### src/rtl/core/assert_macros.svh
// Assertion helpers; they compile to nothing when SYNTH is set.
`ifndef ASSERT_MACROS_SVH
`define ASSERT_MACROS_SVH

`ifndef SYNTH

// Check prop on every rising edge of clk while rst_n is high.
`define ASSERT_AT(lbl, clk, rst_n, prop) \
  lbl: assert property (@(posedge clk) disable iff (!rst_n) (prop)) \
    else $error("assertion failed");

// Same check on the usual clock and reset.
`define ASSERT_CHK(lbl, prop) `ASSERT_AT(lbl, clk_i, rst_ni, prop)

`else

`define ASSERT_AT(lbl, clk, rst_n, prop)
`define ASSERT_CHK(lbl, prop)

`endif

`endif

### src/rtl/core/pnm_pkg.sv
`default_nettype none

package pnm_pkg;

  localparam int unsigned DIM_BITS_DEF = 16;
  localparam int unsigned MAXVAL_OK    = 255;

  // result queue
  localparam int unsigned RES_DEPTH = 4;
  localparam int unsigned RQ_PTR_W  = $clog2(RES_DEPTH);
  localparam int unsigned RQ_CNT_W  = $clog2(RES_DEPTH + 1);

  // result kinds
  localparam logic [1:0] KIND_PAYLOAD = 2'd0;
  localparam logic [1:0] KIND_HEADER  = 2'd1;
  localparam logic [1:0] KIND_STATUS  = 2'd2;

  // status codes
  localparam logic [2:0] ST_OK         = 3'd0;
  localparam logic [2:0] ST_BAD_MAGIC  = 3'd1;
  localparam logic [2:0] ST_ZERO_WIDTH = 3'd2;
  localparam logic [2:0] ST_ZERO_HEIGHT = 3'd3;
  localparam logic [2:0] ST_BAD_MAXVAL = 3'd4;
  localparam logic [2:0] ST_SIZE       = 3'd5;

  // characters
  localparam logic [7:0] CH_P     = 8'h50;
  localparam logic [7:0] CH_5     = 8'h35;
  localparam logic [7:0] CH_6     = 8'h36;
  localparam logic [7:0] CH_0     = 8'h30;
  localparam logic [7:0] CH_9     = 8'h39;
  localparam logic [7:0] CH_NL    = 8'h0a;
  localparam logic [7:0] CH_SP    = 8'h20;
  localparam logic [7:0] CH_TAB   = 8'h09;
  localparam logic [7:0] CH_VT    = 8'h0b;
  localparam logic [7:0] CH_FF    = 8'h0c;
  localparam logic [7:0] CH_CR    = 8'h0d;
  localparam logic [7:0] CH_PLUS  = 8'h2b;
  localparam logic [7:0] CH_MINUS = 8'h2d;

  typedef struct packed {
    logic [7:0] in_byte;
    logic       end_of_file;
  } pnm_in_t;

  typedef struct packed {
    logic [1:0]  out_kind;
    logic [7:0]  out_byte;
    logic        is_color;
    logic [15:0] image_width;
    logic [15:0] image_height;
    logic [2:0]  status;
    logic        last_of_run;
  } pnm_out_t;

  // results of one parsed word, oldest in res[0]
  typedef struct packed {
    logic [1:0]          cnt;
    pnm_out_t [1:0]      res;
  } pnm_push_t;

endpackage

`default_nettype wire

### src/rtl/core/pnm_parse.sv
`default_nettype none

module pnm_parse #(
  parameter int unsigned DIM_BITS = pnm_pkg::DIM_BITS_DEF
) (
  input  logic                clk_i,
  input  logic                rst_ni,
  input  logic                fire_i,
  input  pnm_pkg::pnm_in_t    in_i,
  output pnm_pkg::pnm_push_t  push_o
);
  import pnm_pkg::*;

  localparam int unsigned ACC_W   = DIM_BITS + 1;
  localparam int unsigned ACC10_W = ACC_W + 4;
  localparam int unsigned PROD_W  = 2 * DIM_BITS;
  localparam int unsigned CNT_W   = 2 * DIM_BITS + 2;
  localparam logic [ACC_W-1:0]    ACC_MAX = '1;
  localparam logic [DIM_BITS-1:0] DIM_MAX = '1;
  localparam logic [CNT_W-1:0]    CNT_MAX = '1;

  typedef enum logic [2:0] {
    PH_MAGIC, PH_WIDTH, PH_HEIGHT, PH_MAXVAL, PH_PAYLOAD, PH_HALT
  } phase_e;

  typedef enum logic [1:0] {
    NM_SKIP, NM_POS, NM_NEG, NM_STOP
  } num_mode_e;

  phase_e              phase_q, phase_d;
  num_mode_e           mode_q, mode_d, mode_tc;
  logic [1:0]          line_pos_q, line_pos_d;
  logic                magic_ok_q, magic_ok_d;
  logic                color_q, color_d;
  logic [ACC_W-1:0]    field_q, field_d, field_tc;
  logic [DIM_BITS-1:0] width_q, width_d, height_q, height_d;
  logic [CNT_W-1:0]    count_q, count_d;
  logic [PROD_W-1:0]   prod_q;
  logic [CNT_W-1:0]    expect_q;

  logic [7:0]          b;
  logic                eof;
  logic                digit, blank;
  logic [3:0]          dval;
  logic [ACC10_W-1:0]  acc_ext, acc10;
  logic [ACC_W-1:0]    acc_sat;
  logic [DIM_BITS-1:0] dim_c;
  pnm_push_t           push;

  function automatic logic [DIM_BITS-1:0] clamp_dim(input logic [ACC_W-1:0] v);
    clamp_dim = v[DIM_BITS] ? DIM_MAX : v[DIM_BITS-1:0];
  endfunction

  function automatic logic [15:0] to_out(input logic [DIM_BITS-1:0] v);
    logic [DIM_BITS+15:0] ext;
    ext    = {16'b0, v};
    to_out = ext[15:0];
  endfunction

  function automatic pnm_out_t make_res(input logic [1:0] kind, input logic [7:0] data,
                                        input logic col, input logic [DIM_BITS-1:0] w,
                                        input logic [DIM_BITS-1:0] h, input logic [2:0] st);
    pnm_out_t r;
    r.out_kind     = kind;
    r.out_byte     = data;
    r.is_color     = col;
    r.image_width  = to_out(w);
    r.image_height = to_out(h);
    r.status       = st;
    r.last_of_run  = 1'b0;
    make_res = r;
  endfunction

  assign b   = in_i.in_byte;
  assign eof = in_i.end_of_file;

  // atoi-style digit accumulation, one character per word
  always_comb begin
    digit   = (b >= CH_0) && (b <= CH_9);
    dval    = digit ? 4'(b - CH_0) : 4'd0;
    blank   = (b == CH_SP) || (b == CH_TAB) || (b == CH_NL) ||
              (b == CH_VT) || (b == CH_FF) || (b == CH_CR);
    acc_ext = ACC10_W'(field_q);
    acc10   = (acc_ext << 3) + (acc_ext << 1) + ACC10_W'(dval);
    acc_sat = (acc10 > ACC10_W'(ACC_MAX)) ? ACC_MAX : acc10[ACC_W-1:0];
    mode_tc  = mode_q;
    field_tc = field_q;
    unique case (mode_q)
      NM_SKIP: begin
        if (!blank) begin
          if (b == CH_PLUS) begin
            mode_tc = NM_POS;
          end else if (b == CH_MINUS) begin
            mode_tc = NM_NEG;
          end else if (digit) begin
            field_tc = ACC_W'(dval);
            mode_tc  = NM_POS;
          end else begin
            mode_tc = NM_STOP;
          end
        end
      end
      NM_POS: begin
        if (!digit) mode_tc = NM_STOP;
        else        field_tc = acc_sat;
      end
      NM_NEG: begin
        if (!digit) mode_tc = NM_STOP;
      end
      default: ;
    endcase
  end

  always_comb begin
    phase_d    = phase_q;
    mode_d     = mode_q;
    line_pos_d = line_pos_q;
    magic_ok_d = magic_ok_q;
    color_d    = color_q;
    field_d    = field_q;
    width_d    = width_q;
    height_d   = height_q;
    count_d    = count_q;
    push       = '0;
    dim_c      = clamp_dim(field_tc);

    unique case (phase_q) inside
      PH_MAGIC: begin
        if (b != CH_NL) begin
          if (line_pos_q == 2'd0) begin
            magic_ok_d = (b == CH_P);
          end else if (line_pos_q == 2'd1) begin
            if (magic_ok_q && ((b == CH_5) || (b == CH_6))) color_d = (b == CH_6);
            else                                           magic_ok_d = 1'b0;
          end
          if (line_pos_q < 2'd2) line_pos_d = line_pos_q + 2'd1;
        end
        if ((b == CH_NL) || eof) begin
          push.cnt = 2'd1;
          phase_d  = PH_HALT;
          if (!(magic_ok_d && (line_pos_d == 2'd2))) begin
            push.res[0] = make_res(KIND_STATUS, 8'd0, color_d, width_d, height_d,
                                   ST_BAD_MAGIC);
          end else if (eof) begin
            // later fields are empty: width fails
            push.res[0] = make_res(KIND_STATUS, 8'd0, color_d, width_d, height_d,
                                   ST_ZERO_WIDTH);
          end else begin
            push.cnt = 2'd0;
            phase_d  = PH_WIDTH;
            mode_d   = NM_SKIP;
            field_d  = '0;
          end
        end
      end
      PH_WIDTH, PH_HEIGHT: begin
        if (((phase_q == PH_WIDTH) && (b == CH_SP)) ||
            ((phase_q == PH_HEIGHT) && (b == CH_NL)) || eof) begin
          if (b == ((phase_q == PH_WIDTH) ? CH_SP : CH_NL)) begin
            dim_c = clamp_dim(field_q);
          end
          push.cnt = 2'd1;
          phase_d  = PH_HALT;
          if (dim_c == '0) begin
            push.res[0] = make_res(KIND_STATUS, 8'd0, color_q, width_q, height_q,
                                   (phase_q == PH_WIDTH) ? ST_ZERO_WIDTH : ST_ZERO_HEIGHT);
          end else begin
            if (phase_q == PH_WIDTH) width_d = dim_c;
            else                     height_d = dim_c;
            if (eof) begin
              push.res[0] = make_res(KIND_STATUS, 8'd0, color_q, width_d, height_d,
                                     (phase_q == PH_WIDTH) ? ST_ZERO_HEIGHT : ST_BAD_MAXVAL);
            end else begin
              push.cnt = 2'd0;
              phase_d  = (phase_q == PH_WIDTH) ? PH_HEIGHT : PH_MAXVAL;
              mode_d   = NM_SKIP;
              field_d  = '0;
            end
          end
        end else begin
          mode_d  = mode_tc;
          field_d = field_tc;
        end
      end
      PH_MAXVAL: begin
        if ((b == CH_NL) || eof) begin
          if (b != CH_NL) field_d = field_tc;
          push.cnt = 2'd1;
          if (field_d != ACC_W'(MAXVAL_OK)) begin
            phase_d     = PH_HALT;
            push.res[0] = make_res(KIND_STATUS, 8'd0, color_q, width_q, height_q,
                                   ST_BAD_MAXVAL);
          end else begin
            phase_d     = PH_PAYLOAD;
            count_d     = '0;
            mode_d      = NM_SKIP;
            field_d     = '0;
            push.res[0] = make_res(KIND_HEADER, 8'd0, color_q, width_q, height_q, ST_OK);
            if (eof) begin
              // no payload at all against a nonzero expected size
              push.cnt    = 2'd2;
              push.res[1] = make_res(KIND_STATUS, 8'd0, color_q, width_q, height_q,
                                     ST_SIZE);
            end
          end
        end else begin
          mode_d  = mode_tc;
          field_d = field_tc;
        end
      end
      PH_PAYLOAD: begin
        push.cnt    = 2'd1;
        push.res[0] = make_res(KIND_PAYLOAD, b, color_q, width_q, height_q, ST_OK);
        if (count_q != CNT_MAX) count_d = count_q + CNT_W'(1);
        if (eof) begin
          push.cnt    = 2'd2;
          push.res[1] = make_res(KIND_STATUS, 8'd0, color_q, width_q, height_q,
                                 (count_d == expect_q) ? ST_OK : ST_SIZE);
        end
      end
      default: ;
    endcase

    if (push.cnt == 2'd2)      push.res[1].last_of_run = 1'b1;
    else if (push.cnt == 2'd1) push.res[0].last_of_run = 1'b1;

    // end of file: start over for the next file
    if (eof) begin
      phase_d    = PH_MAGIC;
      mode_d     = NM_SKIP;
      line_pos_d = 2'd0;
      magic_ok_d = 1'b0;
      color_d    = 1'b0;
      field_d    = '0;
      width_d    = '0;
      height_d   = '0;
      count_d    = '0;
    end

    if (!fire_i) push.cnt = 2'd0;
  end

  assign push_o = push;

  always_ff @(posedge clk_i or negedge rst_ni) begin
    if (!rst_ni) begin
      phase_q    <= PH_MAGIC;
      mode_q     <= NM_SKIP;
      line_pos_q <= 2'd0;
      magic_ok_q <= 1'b0;
      color_q    <= 1'b0;
      field_q    <= '0;
      width_q    <= '0;
      height_q   <= '0;
      count_q    <= '0;
    end else if (fire_i) begin
      phase_q    <= phase_d;
      mode_q     <= mode_d;
      line_pos_q <= line_pos_d;
      magic_ok_q <= magic_ok_d;
      color_q    <= color_d;
      field_q    <= field_d;
      width_q    <= width_d;
      height_q   <= height_d;
      count_q    <= count_d;
    end
  end

  // expected payload size, registered in prod_q and then in expect_q once the height
  // is taken, long before any payload word can arrive
  always_ff @(posedge clk_i) begin
    prod_q   <= width_q * height_q;
    expect_q <= color_q ? ((CNT_W'(prod_q) << 1) + CNT_W'(prod_q)) : CNT_W'(prod_q);
  end

endmodule

`default_nettype wire

### src/rtl/core/pnm_res_fifo.sv
`default_nettype none

module pnm_res_fifo (
  input  logic                clk_i,
  input  logic                rst_ni,
  input  pnm_pkg::pnm_push_t  push_i,
  output logic                room_o,
  output logic                out_valid_o,
  input  logic                out_stall_i,
  output pnm_pkg::pnm_out_t   out_data_o
);
  import pnm_pkg::*;

  pnm_out_t            mem_q [RES_DEPTH];
  logic [RQ_PTR_W-1:0] wr_ptr_q, wr_ptr_d, wr_ptr_nx;
  logic [RQ_PTR_W-1:0] rd_ptr_q, rd_ptr_d;
  logic [RQ_CNT_W-1:0] count_q, count_d;
  logic                pop;

  assign out_valid_o = (count_q != '0);
  assign out_data_o  = mem_q[rd_ptr_q];
  assign pop         = out_valid_o && !out_stall_i;
  // room for a full two-result word
  assign room_o      = (count_q <= RQ_CNT_W'(RES_DEPTH - 2));

  always_comb begin
    wr_ptr_nx = wr_ptr_q + RQ_PTR_W'(1);
    wr_ptr_d  = wr_ptr_q + RQ_PTR_W'(push_i.cnt);
    rd_ptr_d  = pop ? rd_ptr_q + RQ_PTR_W'(1) : rd_ptr_q;
    count_d   = count_q + RQ_CNT_W'(push_i.cnt) - RQ_CNT_W'(pop);
  end

  always_ff @(posedge clk_i or negedge rst_ni) begin
    if (!rst_ni) begin
      wr_ptr_q <= '0;
      rd_ptr_q <= '0;
      count_q  <= '0;
    end else begin
      wr_ptr_q <= wr_ptr_d;
      rd_ptr_q <= rd_ptr_d;
      count_q  <= count_d;
    end
  end

  always_ff @(posedge clk_i) begin
    if (push_i.cnt != 2'd0) mem_q[wr_ptr_q]  <= push_i.res[0];
    if (push_i.cnt == 2'd2) mem_q[wr_ptr_nx] <= push_i.res[1];
  end

endmodule

`default_nettype wire

### src/rtl/core/pnm_header_parser.sv
// Binary netpbm (P5/P6) header parser. Takes the file one byte per word, checks
// the magic line, width, height and maxval, sends one header-info result, then
// forwards every payload byte and closes the file with a status result that
// compares the payload size against width*height*(1 or 3). While the result queue
// has room, a byte is taken every cycle: it sits in the input register, is parsed
// in one step and its results go into a four-entry result queue, so a result
// reaches the output only after both the input register and that queue. The
// input stalls while that queue has fewer than two free entries; the end-of-file
// byte of a file with payload makes two results. Error status ends the parse;
// bytes up to end of file are then dropped without results.
`default_nettype none
`include "assert_macros.svh"

module pnm_header_parser #(
  parameter int unsigned DIM_BITS = pnm_pkg::DIM_BITS_DEF
) (
  input  logic               clk_i,
  input  logic               rst_ni,
  input  logic               in_valid_i,
  output logic               in_stall_o,
  input  pnm_pkg::pnm_in_t   in_data_i,
  output logic               out_valid_o,
  input  logic               out_stall_i,
  output pnm_pkg::pnm_out_t  out_data_o
);
  import pnm_pkg::*;

  pnm_in_t   in_q;
  logic      in_valid_q;
  logic      room;
  logic      fire;
  pnm_push_t push;

  assign fire       = in_valid_q && room;
  assign in_stall_o = in_valid_q && !room;

  always_ff @(posedge clk_i or negedge rst_ni) begin
    if (!rst_ni) begin
      in_valid_q <= 1'b0;
    end else if (in_valid_i && !in_stall_o) begin
      in_valid_q <= 1'b1;
    end else if (fire) begin
      in_valid_q <= 1'b0;
    end
  end

  // hold the word while stalled
  always_ff @(posedge clk_i) begin
    if (in_valid_i && !in_stall_o) in_q <= in_data_i;
  end

  pnm_parse #(
    .DIM_BITS (DIM_BITS)
  ) u_parse (
    .clk_i  (clk_i),
    .rst_ni (rst_ni),
    .fire_i (fire),
    .in_i   (in_q),
    .push_o (push)
  );

  pnm_res_fifo u_res_fifo (
    .clk_i       (clk_i),
    .rst_ni      (rst_ni),
    .push_i      (push),
    .room_o      (room),
    .out_valid_o (out_valid_o),
    .out_stall_i (out_stall_i),
    .out_data_o  (out_data_o)
  );

  `ASSERT_CHK(a_push_only_on_fire, (push.cnt != 2'd0) |-> fire)
  `ASSERT_CHK(a_payload_status_ok,
              (out_valid_o && (out_data_o.out_kind == KIND_PAYLOAD))
              |-> (out_data_o.status == ST_OK))
  `ASSERT_CHK(a_status_is_last,
              (out_valid_o && (out_data_o.out_kind == KIND_STATUS))
              |-> out_data_o.last_of_run)

endmodule

`default_nettype wire

### config.mk
export PLATFORM = sky130hd
export DESIGN_NAME = pnm_header_parser
export DESIGN_NICKNAME = d
export VERILOG_FILES = /design/src/rtl/core/pnm_pkg.sv /design/src/rtl/core/pnm_parse.sv /design/src/rtl/core/pnm_res_fifo.sv /design/src/rtl/core/pnm_header_parser.sv
export VERILOG_INCLUDE_DIRS = /design/src /design/src/rtl/core
export SDC_FILE = /design/constraint.sdc
export NUM_CORES = 1
export LEC_CHECK = 0
export BUFFER_PORTS_ARGS = -buffer_cell sky130_fd_sc_hd__buf_4
export CAP_MARGIN = 0
export CORE_UTILIZATION = 45
export CTS_CLUSTER_DIAMETER = 120
export CTS_CLUSTER_SIZE = 10
export DETAILED_ROUTE_END_ITERATION = 8
export PLACE_DENSITY_LB_ADDON = 0.25
export SYNTH_ARGS = -nofsm -noshare
export SYNTH_HDL_FRONTEND = slang
export SYNTH_HIERARCHICAL = 1
export SYNTH_SLANG_ARGS = --single-unit
export TNS_END_PERCENT = 1
### constraint.sdc
create_clock -name clk_i -period 25.5 [get_ports clk_i]
set_clock_uncertainty 0.2 [all_clocks]
set_input_delay 7.65 -clock clk_i [delete_from_list [all_inputs] [get_ports clk_i]]
set_output_delay 7.65 -clock clk_i [all_outputs]
set_load 0.02 [all_outputs]
Yosys cells after proc, flatten, opt, wreduce, memory -nomap -nowiden
Memory sizes are Yosys's and may differ from the RTL's.
Cells that the tools add are included.
{ "classes": {"n_addsub": 11, "multipliers": 1, "div": 0, "magnitude_cmp": 5, "n_eq_ne": 35, "shifts": 0, "muxes": 114, "bitwise": 0, "reduce_logical": 41} }
{ "ops": {"columns": ["operator", "n"], "rows": [
  ["47-bit 2-to-1 mux", 7],
  ["17-bit 2-to-1 mux", 16],
  ["16-bit 2-to-1 mux", 15],
  ["47-bit case mux with 4 select lines", 1],
  ["34-bit 2-to-1 mux", 5],
  ["49-bit 2-to-1 mux", 3],
  ["96-bit 2-to-1 mux", 1],
  ["47-bit case mux with 2 select lines", 1],
  ["34-bit case mux with 2 select lines", 1],
  ["17-bit case mux with 3 select lines", 1],
  ["2-bit 2-to-1 mux", 22],
  ["8-bit by 4-bit equality test with 1-bit output (second input constant)", 5],
  ["8-bit by 6-bit equality test with 1-bit output (second input constant)", 5],
  ["33-bit by 32-bit adder with 34-bit output", 1],
  ["34-bit by 1-bit adder with 34-bit output (second input constant)", 1],
  ["34-bit equality test", 1],
  ["34-bit inequality test (second input constant)", 1],
  ["17-bit case mux with 2 select lines", 1],
  ["16-bit by 16-bit multiplier with 32-bit output", 1],
  ["32-bit 2-to-1 mux", 1],
  ["1-bit 2-to-1 mux", 25],
  ["3-bit 2-to-1 mux", 8],
  ["20-bit by 18-bit adder with 21-bit output", 1],
  ["21-bit by 4-bit adder with 21-bit output", 1],
  ["43 further kinds", 82]
]} }
{ "totals": {"regBits": 175, "latch_bits": 0, "ramBits": 188, "rom_bits": 0, "output_inout_bits": 49, "word_cells": 226, "n_memories": 1} }
{ "memory_table": {"columns": ["memory", "words", "width", "rd", "rd_clocked_by_memory_dff", "wr", "line", "source"], "rows": [
  ["u_res_fifo.mem_q", 4, 47, 1, 0, 2, "pnm_res_fifo.sv:14", "pnm_out_t mem_q [RES_DEPTH];"]
]} }

Logic depth before layout (Yosys ltp)
Gate-level depths: netlist of run 1.
{ "depth": {"depth_word": 20, "depth_mapped": 29, "ltp_nobuf": 26} }

Modules after synthesis
The synthesis of run 1 kept the hierarchy.
{ "by_module_without_submodules": {"columns": ["module", "instances", "cells_each", "area_each_um2"], "rows": [
  ["pnm_parse", 1, 2358, 19956.6],
  ["pnm_res_fifo", 1, 496, 9701.8],
  ["pnm_header_parser", 1, 15, 334.1]
]} }

Worst setup path after synthesis of run 1
No wires, ideal clock.
{ "synth_path": {"kind": "flip-flop to flip-flop", "from": "register in_q[3] (netlist bit)", "to": "memory u_res_fifo/mem_q[0][0] (netlist bit), enable pin", "setup_time_ps": 522, "t_arrival_ps": 9180, "required_ps": 24778, "path_slack_ps": 15598, "stages_incl_launch_ff": 26, "n_path_buf": 3, "path_cell_list": "edfxtp_1 clkbuf_1 o21ai_0 and4_1 clkbuf_1 nand2_1 inv_1 ha_1 ha_1 fa_1 a211oi_1 o211ai_1 and4_1 o22ai_1 mux2i_1 a211oi_2 buf_6 a21oi_1 o22ai_2 o2111ai_2 nor4_4 nand3_4 nand4bb_1 and2_1 nor2_1 o31ai_1"} }
{ "synth_rtl": {"columns": ["element", "line", "source"], "rows": [
  ["start: declaration", "pnm_header_parser.sv:28", "pnm_in_t in_q;"],
  ["start signal: assignment", "pnm_header_parser.sv:49", "if (in_valid_i && !in_stall_o) in_q <= in_data_i;"],
  ["end: declaration", "pnm_res_fifo.sv:14", null]
]} }

==> results of run 1 <==
-- routing by layer --
metal,up-vias,track usage (%)
met5,-,0
met3,125,2.50
li1,9907,-
met4,0,7.37
met1,11000,30.2
met2,651,40.1
-- state kept, by name (all words and copies together), names as in the netlist --
signal / flops
u_parse/line_pos_q: 2
u_parse/prod_q: 32
u_parse/expect_q: 34
u_parse/count_q: 34
u_parse/height_q: 16
u_parse/mode_q: 2
u_parse/field_q: 17
u_parse/magic_ok_q: 1
u_parse/phase_q: 3
u_res_fifo/rd_ptr_q: 2
u_res_fifo/count_q: 3
u_parse/color_q: 1
u_res_fifo/mem_q: 188
in_q: 9
in_valid_q: 1
u_parse/width_q: 16
u_res_fifo/wr_ptr_q: 2
-- critical path, delay by kind of cell, from the launching register on --
kind                   cells  cell delay, ps
buffers and inverters      1             180
flip-flops                 1            1030
multiplexers               1             620
-- power by group --
part	leakage, nW	total, mW	switching, mW	internal, mW
logic	9.60	0.620	0.365	0.255
registers	3.78	0.765	0.0672	0.698
clock network	0.580	0.557	0.246	0.311
-- final cells by class --
class                   count  share of cell area, %
well taps                 864                   3.36
clock buffers              72                   3.62
repair buffers             83                   1.94
inverters                 287                   3.35
clock inverters             4                  0.198
flip-flops and latches    363                   30.3
multi-input cells        2057                   57.2
-- logic make-up (layout without fill, tap and decap cells) --
family | count (synthesis) | after routing
and+or+nand+nor | 773 | 773
AOI/OAI and AO/OA | 509 | 509
buffers and inverters | 458 | 446
adders and majority gates | 379 | 379
DFF | 363 | 363
muxes | 262 | 262
xor gates and xnor gates | 124 | 124
other | 1 | 10
-- cell usage after synthesis (10+ instances only) --
master / count / area [um^2]
nand2_1: 306 / 1150
inv_1: 287 / 1080
fa_1: 198 / 3960
edfxtp_1: 197 / 5920
ha_1: 181 / 2260
and2_1: 138 / 863
a21oi_1: 120 / 601
nor2_1: 114 / 428
clkbuf_1: 112 / 420
mux2_2: 108 / 1220
dfrtp_1: 100 / 2500
o21ai_0: 94 / 470
xnor2_1: 90 / 788
dfxtp_1: 66 / 1320
o22ai_1: 52 / 325
mux2_1: 49 / 552
mux2_4: 49 / 736
mux4_2: 47 / 1060
nor3_1: 35 / 175
xor2_1: 34 / 298
nand3_1: 31 / 155
a22o_1: 30 / 263
and3_1: 29 / 181
a21o_1: 28 / 210
buf_4: 20 / 150
nand2b_1: 20 / 125
nor2b_1: 19 / 119
a31oi_1: 17 / 106
nand4_1: 17 / 106
o31ai_1: 17 / 128
a211oi_1: 14 / 105
buf_2: 14 / 70.1
or3_1: 13 / 81.3
buf_6: 11 / 124
o21a_1: 11 / 82.6
o21bai_1: 11 / 82.6
o2bb2ai_1: 11 / 96.3
buf_1: 10 / 37.5
o211ai_1: 10 / 75.1
-- path summary, 6_finish.rpt --
| kind | slack (ps) | startpoint | to |
|---|---|---|---|
| min in group asynchronous | 6950 | rst_ni | u_parse/count_q[26] |
| worst max-delay path | 15200 | u_res_fifo/rd_ptr_q[0] | out_data_o[25] |
| worst max register to register | 15580 | in_q[2] | u_res_fifo/mem_q[3][9] |
| max in group asynchronous | 16950 | rst_ni | u_res_fifo/rd_ptr_q[0] |
| worst min-delay path | 180 | u_parse/prod_q[0] | u_parse/expect_q[0] |
| worst min register to register | 180 | u_parse/prod_q[0] | u_parse/expect_q[0] |
==> flow_metrics.py, run 1 <==
metrics = {
    "clocking": {
        "path_clk_slew_ps": 60,
        "cts_root_buffer": "clkbuf_16",
        "postCtsHoldBufs": 0,
        "cts.path.max_buffers": 3,
        "clk_latency_ps": 590,
        "cts_tree": "yes",
        "clock_sinks": 363,
        "htreeDepth": 2,
        "cts_made_buffers": 42,
        "ctsResizeCount": 0,
        "cts_setup_buffers": 0,
    },
    "die": {
        "die_h_um": 260,
        "start_util_pct": 45.5,
        "num_rows": 94,
        "core_area_um2": 65900,
        "dieArea_um2": 67700,
        "dieWidth_um": 260,
        "ios": 62,
    },
    "placement": {
        "io_buffer_count": 61,
        "dp_hpwl_mm": 56.5,
        "dpl_cell_area_um2": 30900,
        "place.gp.congestion": 0.879,
        "dp_slack_ps": 15740,
        "placedCellCount": 3654,
    },
    "worst_setup_path": {
        "critPathSlowestCell": "dfrtp_4",
        "cp_cell_sequence": "mux4_2, buf_4",
        "cp-end-kind": "primary output",
        "max_stage_delay_ps": 1030,
        "worstPathArrival_ps": 2450,
        "worstPathRequired_ps": 17650,
        "path_class": "reg -> out",
        "critPathLaunchType": "register",
        "reg2reg_depth": 23,
        "path_max_fanout": 49,
    },
    "routing": {
        "drcViolationCount": 0,
        "wl_met1_mm": 32.9,
        "drt_first_pass_iters": 5,
        "drt_iter0_markers": 1641,
        "drt_wl_total_mm": 77.8,
        "postRouteAntennaNets": 0,
        "vias": 21700,
        "met3_length_mm": 3.81,
        "route.met2.wl_mm": 39.0,
        "wl_per_cell_um": 20.9,
        "via_per_inst": 5.82,
        "topRoutingLayerUsed": "met4",
    },
    "yosys": {
        "synth_flop_cell": "edfxtp_1",
        "synth-seq-cells": 363,
        "synth_adder_area_share_pct": 20.8,
        "synthMuxAreaShare_pct": 12.2,
        "async_reset_ff_share_pct": 27.5,
        "synth.cell_area_um2": 30000,
        "synth_xor_area_share_pct": 3.62,
        "synth.distinct_cells": 107,
        "synthSimpleGateAreaFrac_pct": 12.8,
        "syn_avg_cell_area_um2": 10.5,
        "yosysWarnings": 6,
        "yosysSeqAreaShare_pct": 32.5,
        "synth_top_family_by_area": "adder cells",
        "synth-compound-area-share_pct": 11.7,
        "synth_cells": 2869,
        "synth_edf_count": 197,
    },
    "timing": {
        "max_slew_margin_pct": 22.2,
        "setup_ws_ps": 15200,
        "hold_violations": 0,
        "worst_slew_pin_slew_ps": 1170,
        "rsz0062_at_grt": "false",
        "fin_crit_sh_pct": 40.4,
        "tns_ps": 0,
        "holdWs_ps": 176,
        "slew_viol_final": 0,
        "clock.fmax_mhz": 97.0,
        "finalSetupViolCount": 0,
        "finalCriticalPeriod_ps": 10300,
    },
    "pwr": {
        "power_mw": 1.94,
        "p_leak_nw": 14.0,
        "vdd_drop_max_uv": 40.2,
        "p_per_area_nw_per_um2": 60.4,
    },
    "grt": {
        "grtUsageTotal_pct": 23.2,
        "gr-total-overflow": 0,
        "grt_pass1_wl_mm": 123,
        "grt_pass1_vias": 22100,
        "grt_max_degree": 57,
        "antenna_found_initial": 0,
    },
    "cells_and_area": {
        "drive_gt1_share_pct": 13.5,
        "multi_input_area_um2": 18400,
        "fin_nets": 3226,
        "seq_area_um2": 9740,
        "stdcell_count": 3730,
        "final_common_cell": "nand2_1",
        "fill_cells": 6041,
        "area_delta_synth_final_pct": 7.26,
        "antenna_cells": 0,
        "fin_area_um2": 32200,
        "final_cell_mix": "nand2_1 (306), inv_1 (287), fa_1 (198)",
        "final_util_pct": 48.8,
    },
    "flow_run": {
        "drv_cap": 0,
    },
    "worst_hold_path": {
        "hp-class": "reg -> reg",
        "holdPathStages": 0,
    },
    "outcome": {
        "status": "finished, final reports clean",
    },
}
(Power assumes the default switching activity.)
==> run 2: changes to the inputs <==
- clock period: 25.5 -> 9.15 ns (I/O delays scaled with it)
==> run 2 against run 1 <==
  * Critical path depth increased by 22
  * Largest cell class unchanged
  * Via count increased by 0.62%
  * Worst hold slack got worse by 4.3 ps
  * Highest routed layer is now met5
  * Sequential share of layout area decreased by 0.15 points
  * Die area unchanged
  * Combinational power increased to 2.9 times the previous value
  * Register-to-register slack got worse by 15000 ps
  * Critical path type is now reg -> reg
==> flow_metrics.py, run 2 (same netlist as run 1, synthesis figures left out) <==
metrics = {
    "timing": {
        "worst_slew_pin_slew_ps": 1210,
        "slew_viol_final": 0,
        "holdWs_ps": 172,
        "rsz0062_at_grt": "false",
        "finalCriticalPeriod_ps": 8540,
        "tns_ps": 0,
        "fin_crit_sh_pct": 93.4,
        "max_slew_margin_pct": 19.2,
        "setup_ws_ps": 608,
        "clock.fmax_mhz": 117,
        "hold_violations": 0,
        "finalSetupViolCount": 0,
    },
    "die": {
        "num_rows": 94,
        "ios": 62,
        "dieWidth_um": 260,
        "die_h_um": 260,
        "start_util_pct": 45.5,
        "core_area_um2": 65900,
        "dieArea_um2": 67700,
    },
    "clocking": {
        "cts_setup_buffers": 0,
        "clk_latency_ps": 580,
        "htreeDepth": 2,
        "clock_sinks": 363,
        "postCtsHoldBufs": 0,
        "cts.path.max_buffers": 3,
        "cts_tree": "yes",
        "cts_made_buffers": 42,
        "ctsResizeCount": 0,
        "cts_root_buffer": "clkbuf_16",
        "path_clk_slew_ps": 60,
    },
    "grt": {
        "grtUsageTotal_pct": 23.6,
        "antenna_found_initial": 0,
        "grt_pass1_vias": 22500,
        "grt_max_degree": 66,
        "grt_pass1_wl_mm": 125,
        "gr-total-overflow": 0,
    },
    "cells_and_area": {
        "final_util_pct": 49.1,
        "area_delta_synth_final_pct": 7.79,
        "antenna_cells": 0,
        "top_register": "u_res_fifo/mem_q",
        "drive_gt1_share_pct": 13.9,
        "largest_reg_flops": 188,
        "final_common_cell": "nand2_1",
        "fin_nets": 3238,
        "final_cell_mix": "nand2_1 (306), inv_1 (287), fa_1 (198)",
        "top_regs": "u_res_fifo/mem_q: 188 flops, u_parse/count_q: 34 flops, u_parse/expect_q: 34 flops",
    },
    "pwr": {
        "p_int_mw": 3.55,
        "switching_share_pct": 35.5,
        "p_per_area_nw_per_um2": 170,
        "p_comb_share_pct": 32.9,
        "clkPwrFrac_pct": 28.5,
        "p_leak_nw": 14.0,
        "p_switching_mw": 1.95,
        "pwr-share-seq_pct": 38.6,
        "vdd_drop_max_uv": 150,
        "power_mw": 5.50,
    },
    "worst_setup_path": {
        "worstPathRequired_ps": 9160,
        "path_class": "reg -> reg",
        "critPathLaunchType": "register",
        "worstPathArrival_ps": 8550,
        "cp-end-kind": "register",
        "path_max_fanout": 33,
    },
    "routing": {
        "via_per_inst": 5.83,
        "drt_iter0_markers": 1828,
        "drt_wl_total_mm": 78.7,
        "drcViolationCount": 0,
        "vias": 21800,
        "drt_first_pass_iters": 6,
        "postRouteAntennaNets": 0,
        "wl_per_cell_um": 21.0,
    },
    "placement": {
        "io_buffer_count": 61,
        "dp_hpwl_mm": 55.6,
        "dp_slack_ps": 807,
        "place.gp.congestion": 0.886,
    },
    "outcome": {
        "status": "finished, final reports clean",
    },
    "flow_run": {
        "drv_cap": 0,
    },
    "worst_hold_path": {
        "hp-class": "reg -> reg",
    },
}
run 2: layout make-up:
type | instances | area [um^2]
multi-input combinational | 2057 | 18400
tap | 864 | 1080
sequential | 363 | 9740
inverter | 287 | 1080
clock inverter | 3 | 41.3
clock buffer | 74 | 1190
fill | 5889 | 33500
timing repair buffer | 95 | 776
run 2: worst paths after layout:
kind	startpoint	endpoint	slack, ps	depth (start not counted)
min reg2reg	u_parse/prod_q[0]	u_parse/expect_q[0]	170	0
max in group asynchronous	rst_ni	u_res_fifo/rd_ptr_q[0]	5360	2
min	u_parse/prod_q[0]	u_parse/expect_q[0]	170	0
max	in_q[2]	u_res_fifo/mem_q[1][16]	610	24
min in group asynchronous	rst_ni	u_parse/count_q[0]	1950	1
max reg2reg	in_q[2]	u_res_fifo/mem_q[1][16]	610	24
run 2: power by group through the flow:
stage / Sequential (mW) / Combinational (mW) / Clock, mW
5_1_grt: 2.15 / 1.93 / 1.66
3_3_place_gp: 2.15 / 1.79 / 0
2_1_floorplan: 2.03 / 1.32 / 0
4_1_cts: 2.13 / 1.81 / 1.61
6_report: 2.12 / 1.81 / 1.57
3_5_place_dp: 2.16 / 1.80 / 0
run 2: stage by stage:
step                std cells  instance area (um^2)
floorplan                2878                 30000
global placement         3666                 31100
detailed placement       3666                 31100
CTS                      3743                 32300
global route             3743                 32300
finish                   3743                 32300
run 2: layer usage:
metal	track usage [%]	up-vias	part of all wire, %
met5	0.712	-	0.086
met4	8.35	2	3.4
met3	3.33	161	5.6
met2	39.6	672	48
met1	30.9	11000	43
li1	-	9943	-
run 2: worst max-delay path, stage by stage, from the launching register on:
cell       delay, ps
edfxtp_1         640
o21ai_0          180
and4_1           280
buf_4            220
and2_1           200
ha_1             180
ha_1             220
fa_1             440
a211oi_1         360
o211ai_1         230
and4_1           280
o22ai_1          290
mux2i_1          170
a211oi_2         210
buf_4            300
a31oi_2          350
o22ai_2          420
o2111ai_2        220
nor4_4           610
nand3_4          260
nand4bb_1        250
and2_1           380
a21oi_1          230
nor2_4           440
buf_4            570
==> run 3: changes to the inputs <==
- CAP_MARGIN: 0 -> 30
- CELL_PAD_IN_SITES_DETAIL_PLACEMENT: not set -> 1
- CELL_PAD_IN_SITES_GLOBAL_PLACEMENT: not set -> 1
- GPL_TIMING_DRIVEN: not set -> 0
==> run 3 against run 2 <==
  * Sequential share of layout area shrank 0.82 points
  * Register-to-register slack lost 260 ps
  * Via count grew 5.1%
  * Routed wire length up 17%
  * Die area is the same
  * Largest power group is now combinational cells
  * Final area is 2.8% higher
  * Power increased by 5.3%
  * Highest routed layer is now met4
  * Worst hold slack worse by 10 ps
  * Flip-flop and latch count stayed put
  * Maximum frequency is 3.0% lower
  * Combinational power grew 18%
==> flow_metrics.py, run 3 (same netlist as run 1, synthesis figures left out) <==
metrics = {
    "clocking": {
        "htreeDepth": 2,
        "cts_made_buffers": 42,
        "postCtsHoldBufs": 0,
        "path_clk_slew_ps": 60,
        "cts_tree": "yes",
        "cts.path.max_buffers": 3,
        "cts_root_buffer": "clkbuf_16",
        "clk_latency_ps": 600,
        "clock_sinks": 363,
    },
    "timing": {
        "max_slew_margin_pct": 27.1,
        "holdWs_ps": 162,
        "finalCriticalPeriod_ps": 8800,
        "slew_viol_final": 0,
        "fin_crit_sh_pct": 96.2,
        "worst_slew_pin_slew_ps": 1090,
        "hold_violations": 0,
        "clock.fmax_mhz": 114,
        "finalSetupViolCount": 0,
    },
    "cells_and_area": {
        "stdcell_count": 3903,
        "fin_area_um2": 33200,
        "drive_gt1_share_pct": 14.4,
        "final_util_pct": 50.4,
        "final_cell_mix": "nand2_1 (306), inv_1 (287), fa_1 (198)",
        "fin_nets": 3396,
        "top_register": "u_res_fifo/mem_q",
        "largest_reg_flops": 188,
        "top_regs": "u_res_fifo/mem_q: 188 flops, u_parse/count_q: 34 flops, u_parse/expect_q: 34 flops",
        "final_common_cell": "nand2_1",
        "area_delta_synth_final_pct": 10.8,
    },
    "worst_setup_path": {
        "cp_common_cell": "buf_6",
        "critPathLaunch": "in_q[3]",
        "critPathLaunchType": "register",
        "r2r-end": "u_res_fifo/mem_q[2][7]",
        "worstPathRequired_ps": 9230,
        "r2r-start": "in_q[3]",
        "worstPathArrival_ps": 8880,
        "path_class": "reg -> reg",
        "max_stage_delay_ps": 450,
        "path_max_fanout": 26,
        "reg2reg_depth": 29,
        "r2r_slack_ps": 350,
        "cp-end-kind": "register",
        "critPathSlowestCell": "fa_1",
    },
    "die": {
        "dieArea_um2": 67700,
        "start_util_pct": 45.5,
        "core_area_um2": 65900,
        "num_rows": 94,
        "die_h_um": 260,
        "dieWidth_um": 260,
        "ios": 62,
    },
    "grt": {
        "grt_max_degree": 76,
        "grt_pass1_wl_mm": 141,
        "antenna_found_initial": 1,
        "grt_use_met2_pct": 45.6,
        "met1_usage_pct": 36.0,
        "busiest_layer": "met2",
        "grt_pass1_vias": 24300,
        "gr-total-overflow": 0,
        "grtUsageTotal_pct": 26.9,
        "grtUsageMet3_pct": 3.42,
    },
    "placement": {
        "io_buffer_count": 61,
        "placedCellCount": 3814,
        "dpl_cell_area_um2": 31800,
        "dp_hpwl_mm": 69.1,
        "place.gp.congestion": 0.911,
    },
    "worst_hold_path": {
        "min_to": "u_parse/expect_q[0]",
        "hp-class": "reg -> reg",
        "holdPathStages": 0,
        "hp-start": "u_parse/prod_q[0]",
    },
    "pwr": {
        "clkPwrFrac_pct": 28.1,
        "pwr-share-seq_pct": 34.9,
        "vdd_drop_max_uv": 148,
        "p_int_mw": 3.68,
        "p_per_area_nw_per_um2": 174,
        "switching_share_pct": 36.4,
        "power_mw": 5.79,
        "p_comb_share_pct": 37.0,
        "p_leak_nw": 14.4,
        "p_switching_mw": 2.11,
    },
    "routing": {
        "drt_wl_total_mm": 92.1,
        "wl_per_cell_um": 23.6,
        "drcViolationCount": 0,
        "drt_iter0_markers": 1367,
        "postRouteAntennaNets": 0,
        "drt_first_pass_iters": 6,
        "via_per_inst": 5.88,
        "vias": 23000,
    },
    "flow_run": {
        "drv_cap": 0,
    },
    "outcome": {
        "status": "finished, final reports clean",
    },
}
-- run 3: cell count changes in the layout (fill, tap and decap cells not counted), moves of 2 or more --
cell | previous run | this run
clkbuf_1 | 31 | 141
buf_2 | 0 | 15
buf_6 | 0 | 13
buf_1 | 0 | 10
buf_8 | 0 | 5
buf_16 | 0 | 3
and3b_1 | 0 | 2
and3b_2 | 2 | 0
buf_12 | 5 | 3
clkbuf_2 | 0 | 2
dfrtp_1 | 98 | 100
-- run 3: power groups by stage --
stage | Sequential [mW] | Clock [mW] | Combinational (mW)
6_report | 2.02 | 1.63 | 2.14
5_1_grt | 2.03 | 1.71 | 2.26
4_1_cts | 2.01 | 1.66 | 2.09
3_5_place_dp | 2.05 | 0 | 2.07
3_3_place_gp | 2.05 | 0 | 1.97
2_1_floorplan | 2.03 | 0 | 1.32
-- run 3: routing by layer --
metal  vias to the layer above  wire (um)
met4                         0       2590
met5                         -          0
met2                       660      45100
met3                       159       4730
met1                     11900      39700
li1                      10300          -
-- run 3: repair_timing --
item                       in CTS  in global routing
setup endpoints to repair     107                220
pin swaps                       0                  4
setup buffers                   0                  8
gates resized for setup         3                 13
cloned                          0                  2
-- run 3: worst max-delay path by stage --
stage                         endpoint  slack (ps)  cells past startpoint
2_1_floorplan   u_res_fifo/mem_q[3][0]         680                     25
3_3_place_gp   u_res_fifo/mem_q[3][14]       -3030                     25
3_5_place_dp   u_res_fifo/mem_q[2][11]        -330                     28
4_1_cts        u_res_fifo/mem_q[3][16]           9                     26
5_1_grt        u_res_fifo/mem_q[2][11]         -30                     29
6_report        u_res_fifo/mem_q[2][7]         350                     29
-- run 3: through the flow --
stage / setup TNS [ps] / setup WS, ps
final: 0 / 345
after global routing: -600 / -29.4
after CTS: 0 / 8.61
after detailed placement: -16120 / -326
after global placement: -472530 / -3030
after floorplan: 0 / 685
-- run 3: final cells by class --
cell class | instances | area, um^2
Fill cell | 7281 | 32600
Multi-Input combinational cell | 2059 | 18500
Sequential cell | 363 | 9740
Clock buffer | 74 | 1180
Tap cell | 864 | 1080
Inverter | 287 | 1080
Buffer | 171 | 865
Timing Repair Buffer | 80 | 714
Clock inverter | 4 | 100
Antenna cell | 1 | 2.50
-- run 3: critical path: cells and delay by family (launching register included) --
kind                     cells  cell delay (ps)
multiplexers                 1              320
AO/OA/AOI/OAI                8             2530
buffers and inverters        7             1450
flip-flops                   1              370
adder cells (fa/ha/maj)      3              930
AND/OR/NAND/NOR             10             2650
